**src/hdl/msc_ram.sv**
```systemverilog
// ----------------------------------------------------------------------------
// msc_ram
// Generic single-port-write, single-port-read RAM with a registered,
// read-first output that holds while no read is issued.
// ----------------------------------------------------------------------------
module msc_ram #(
  parameter int WIDTH = 8,
  parameter int DEPTH = 256
) (
  input  logic                     clk,
  input  logic                     we,
  input  logic [$clog2(DEPTH)-1:0] waddr,
  input  logic [WIDTH-1:0]         wdata,
  input  logic                     re,
  input  logic [$clog2(DEPTH)-1:0] raddr,
  output logic [WIDTH-1:0]         rdata
);

  logic [WIDTH-1:0] mem [DEPTH];
  logic [WIDTH-1:0] rdata_r;

  always_ff @(posedge clk) begin
    if (we) begin
      mem[waddr] <= wdata;
    end
    if (re) begin
      rdata_r <= mem[raddr];
    end
  end

  assign rdata = rdata_r;

endmodule

```
**config.mk**
```make
export PLATFORM = sky130hd
export DESIGN_NAME = msc_ram
export DESIGN_NICKNAME = d
export VERILOG_FILES = /design/src/hdl/msc_ram.sv
export SDC_FILE = /design/constraint.sdc
export NUM_CORES = 2
export LEC_CHECK = 0
export BUFFER_PORTS_ARGS = -buffer_cell sky130_fd_sc_hd__buf_2
export CAP_MARGIN = 20
export CORE_UTILIZATION = 55
export DETAILED_ROUTE_END_ITERATION = 16
export HOLD_SLACK_MARGIN = 0.05
export PLACE_DENSITY = 0.79
export SYNTH_ARGS = -nofsm -noshare
export SYNTH_HDL_FRONTEND = slang
export SYNTH_SLANG_ARGS = --single-unit
```
**constraint.sdc**
```tcl
create_clock -name clk -period 3.8 [get_ports clk]
set_clock_uncertainty 0.15 [all_clocks]
set_input_delay 0.57 -clock clk [delete_from_list [all_inputs] [get_ports clk]]
set_output_delay 0.57 -clock clk [all_outputs]
set_load 0.1 [all_outputs]
```
==> results.py <==
metrics = {
    "worst_setup_path": {
        "crit_fanout": 21,
        "endpoint_kind": "flop",
        "max_stage_delay_ns": 0.78,
        "worstPathRequired_ns": 4.25,
        "cp_data_arrival_time_ns": 3.84,
        "cp_cell_sequence": "buf_8 > buf_12 > buf_4 > mux4_2 > a22o_1 > a221oi_1 > o32ai_1 > nor3_1 > buf_4 > nor4_1",
        "cp.buffers_inverters": 4,
        "crit_slowest_cell": "a221oi_1",
        "startpoint_type": "input port",
        "cp_common_cell": "buf_4",
        "worstSetupPathType": "input port to flop",
        "rrSetupSlack_ns": 0.53,
        "crit_family": "compound AO/OA/AOI/OAI gates",
    },
    "yosys": {
        "synth_most_common_cell": "edfxtp_1",
        "synth_area_leader_cell": "edfxtp_1",
        "synthXorXnorAreaFrac_pct": 0,
        "synth_top_family_by_area": "multiplexers",
        "synth.top_cells.by_area": "edfxtp_1, mux4_2, mux2i_1, nor2_1, a22oi_1",
        "synth_common_cells": "edfxtp_1, mux4_2, nor2_1",
        "syn_inst": 3733,
        "avgSynthCellArea_um2": 21.3,
        "yosysUniqueCellTypes": 54,
        "ys.flop_type": "edfxtp_1",
        "yosysWarningCount": 0,
        "netlist_area_um2": 79600,
        "async_reset_ff_share_pct": 0,
        "synth_edf_count": 2056,
        "yosys.area_share.adder_pct": 0,
        "ys_seq_area_share_pct": 77.5,
        "muxShareOfSynthArea_pct": 14.6,
        "syn_nets": 3760,
        "synth_top_area_share_pct": 77.5,
        "synthSimpleGateAreaFrac_pct": 2.63,
        "synth_compound_area_share_pct": 3.42,
        "synth_seq_cells": 2056,
    },
    "global_route": {
        "gr-usage-met1_pct": 37.1,
        "met3_usage_pct": 6.83,
        "top_usage_layer": "met2",
        "grt_use_met2_pct": 44.3,
        "grt_overflow": 0,
        "grt_max_degree": 134,
        "antenna_found_initial": 9,
        "grt_pass1_wl_mm": 293,
        "track_usage_pct": 28.0,
        "grt_pass1_vias": 41900,
    },
    "clocking": {
        "cts_tree": "yes",
        "clkTransAtPathRegs_ns": 0.06,
        "cts_buffers": 194,
        "root_buffer": "clkbuf_16",
        "htreeDepth": 4,
        "clk_latency_ns": 0.85,
        "cts.path.max_buffers": 3,
        "numClockSinks": 2056,
    },
    "status": {
        "outcome": "finished with violations",
        "violations": "design-rule violations",
    },
    "power_and_ir_drop": {
        "switching_share_pct": 21.5,
        "peakVddDrop_uv": 534,
        "powerDensity_nw_per_um2": 516,
        "p_int_uw": 36600,
        "p_leak_uw": 0.0285,
        "seqPwrFrac_pct": 53.7,
        "p_comb_share_pct": 5.2,
        "clkPwrFrac_pct": 41.0,
        "switchingPower_uw": 10000,
        "total_power_uw": 46600,
    },
    "cells_and_area": {
        "layout-drive-gt1-share_pct": 26.9,
        "fin_area_um2": 90300,
        "fill_cells": 9118,
        "multi_input_area_um2": 16500,
        "final_cells": 6152,
        "fin_util_pct": 62.9,
        "ff_latch_area_um2": 61700,
        "area_growth_syn_to_layout_pct": 13.4,
        "final_nets": 4113,
    },
    "floorplanning": {
        "fp.dieH_um": 383,
        "core-area_um2": 144000,
        "die_width_um": 383,
        "die-area_um2": 146000,
        "initial_core_util_pct": 55.4,
        "pin_count": 35,
        "rows": 139,
    },
    "worst_hold_path": {
        "hold_path_class": "input port to flop",
    },
    "placed_design": {
        "place_congestion": 0.888,
        "port_buffers": 34,
        "placed_area_um2": 84000,
        "dp_hpwl_mm": 121,
        "dp_cells": 5792,
    },
    "routing": {
        "via_per_inst": 6.76,
        "wl_mm": 203,
        "dr_total_vias": 41600,
        "first_pass_iters": 14,
        "wl_per_cell_um": 33.0,
        "antenna_left": 0,
        "drt_iter0_drc": 6236,
        "post-route-drc-count": 4,
    },
    "timing": {
        "min_period_ns": 3.39,
        "slew_headroom_pct": 24.5,
        "fmax_ghz": 0.295,
        "hold_viol": 0,
        "rsz0062_at_grt": "false",
        "maxSlewViolCount": 0,
        "period_share_pct": 89.1,
        "worst_pin_slew_ns": 1.12,
        "finalSetupViolCount": 0,
    },
    "run": {
        "drv_cap": 0,
    },
}
## layout by cell type (no fill, tap or decap), drive strengths merged, types with 16 or more instances in the layout
| cell type | count |
|---|---|
| buf | 381 |
| nand3 | 34 |
| nor4 | 27 |
| o22ai | 28 |
| bufinv | 17 |
| a22oi | 133 |
| clkinv | 89 |
| mux4 | 456 |
| mux2i | 134 |
| clkbuf | 246 |
| nor2b | 31 |
| nand2 | 33 |
| a211oi | 16 |
| nor3 | 22 |
| a21oi | 96 |
| edfxtp | 2056 |
| o221ai | 47 |
| nor2 | 282 |
## per-layer routing
| layer | part of all wire (%) | vias to the layer above |
|---|---|---|
| li1 | - | 16400 |
| met1 | 34 | 21300 |
| met2 | 48 | 3236 |
| met3 | 13 | 565 |
| met4 | 5.1 | 14 |
| met5 | 0.044 | - |
## cells by family (layout without fill, tap and decap cells)
logic type,after synthesis,after routing
other,0,4
multiplexers,591,591
buffers and inverters,235,747
flip-flops,2056,2056
AO/OA/AOI/OAI,385,385
AND/OR/NAND/NOR,466,466
## final cells by class
| type | instances | area share [%] |
|---|---|---|
| well taps | 1903 | 2.64 |
| multi-input cells | 1442 | 18.3 |
| clock buffers | 238 | 5.65 |
| clock inverters | 117 | 1.28 |
| repair buffers | 390 | 3.78 |
| inverters | 2 | 0.00831 |
| diodes | 4 | 0.0111 |
| flip-flops and latches | 2056 | 68.4 |
## flip-flops by register name, summed over array words and instances (netlist names)
register / cells
mem: 2048
rdata: 8
## final timing paths
kind	startpoint	to	cells after the start
max	raddr[0]	rdata[5]	10
min	wdata[7]	mem[4][7]	1
max reg2reg	mem[208][5]	rdata[5]	7
min reg2reg	mem[32][6]	rdata[6]	5
## stage by stage
| stage | worst slack, ns | hold slack, ns | TNS [ns] |
|---|---|---|---|
| floorplan | 1.00 | 0.519 | 0 |
| global placement | -0.382 | 0.877 | -0.982 |
| detailed placement | -0.231 | 0.879 | -0.428 |
| CTS | 0.588 | 0.139 | 0 |
| global route | 0.432 | 0.162 | 0 |
| finish | 0.414 | 0.151 | 0 |
## power by group through the flow
stage	logic (µW)	clock network, µW	registers (µW)
after floorplan	1210	0	25600
after global placement	2310	0	25500
after detailed placement	2370	0	25500
after CTS	2410	19200	25100
after global routing	2510	20000	25000
final	2450	19100	25100
## worst reg2reg max path, cell delays in order (launching register included)
cell and delay [ns]:
edfxtp_1 0.37, mux4_2 0.46, a22o_1 0.25, a221oi_1 0.79, o32ai_1 0.25, nor3_1 0.47, buf_4 0.23, nor4_1 0.06
## repair_timing
item | in CTS | in global routing
setup buffers | 0 | 0
setup endpoints to repair | 0 | 0
gates resized for setup | 0 | 0
endpoints found under the hold margin | 8 | 0
hold buffers | 1 | 0
Note: power is estimated with default switching activity, not from simulation.
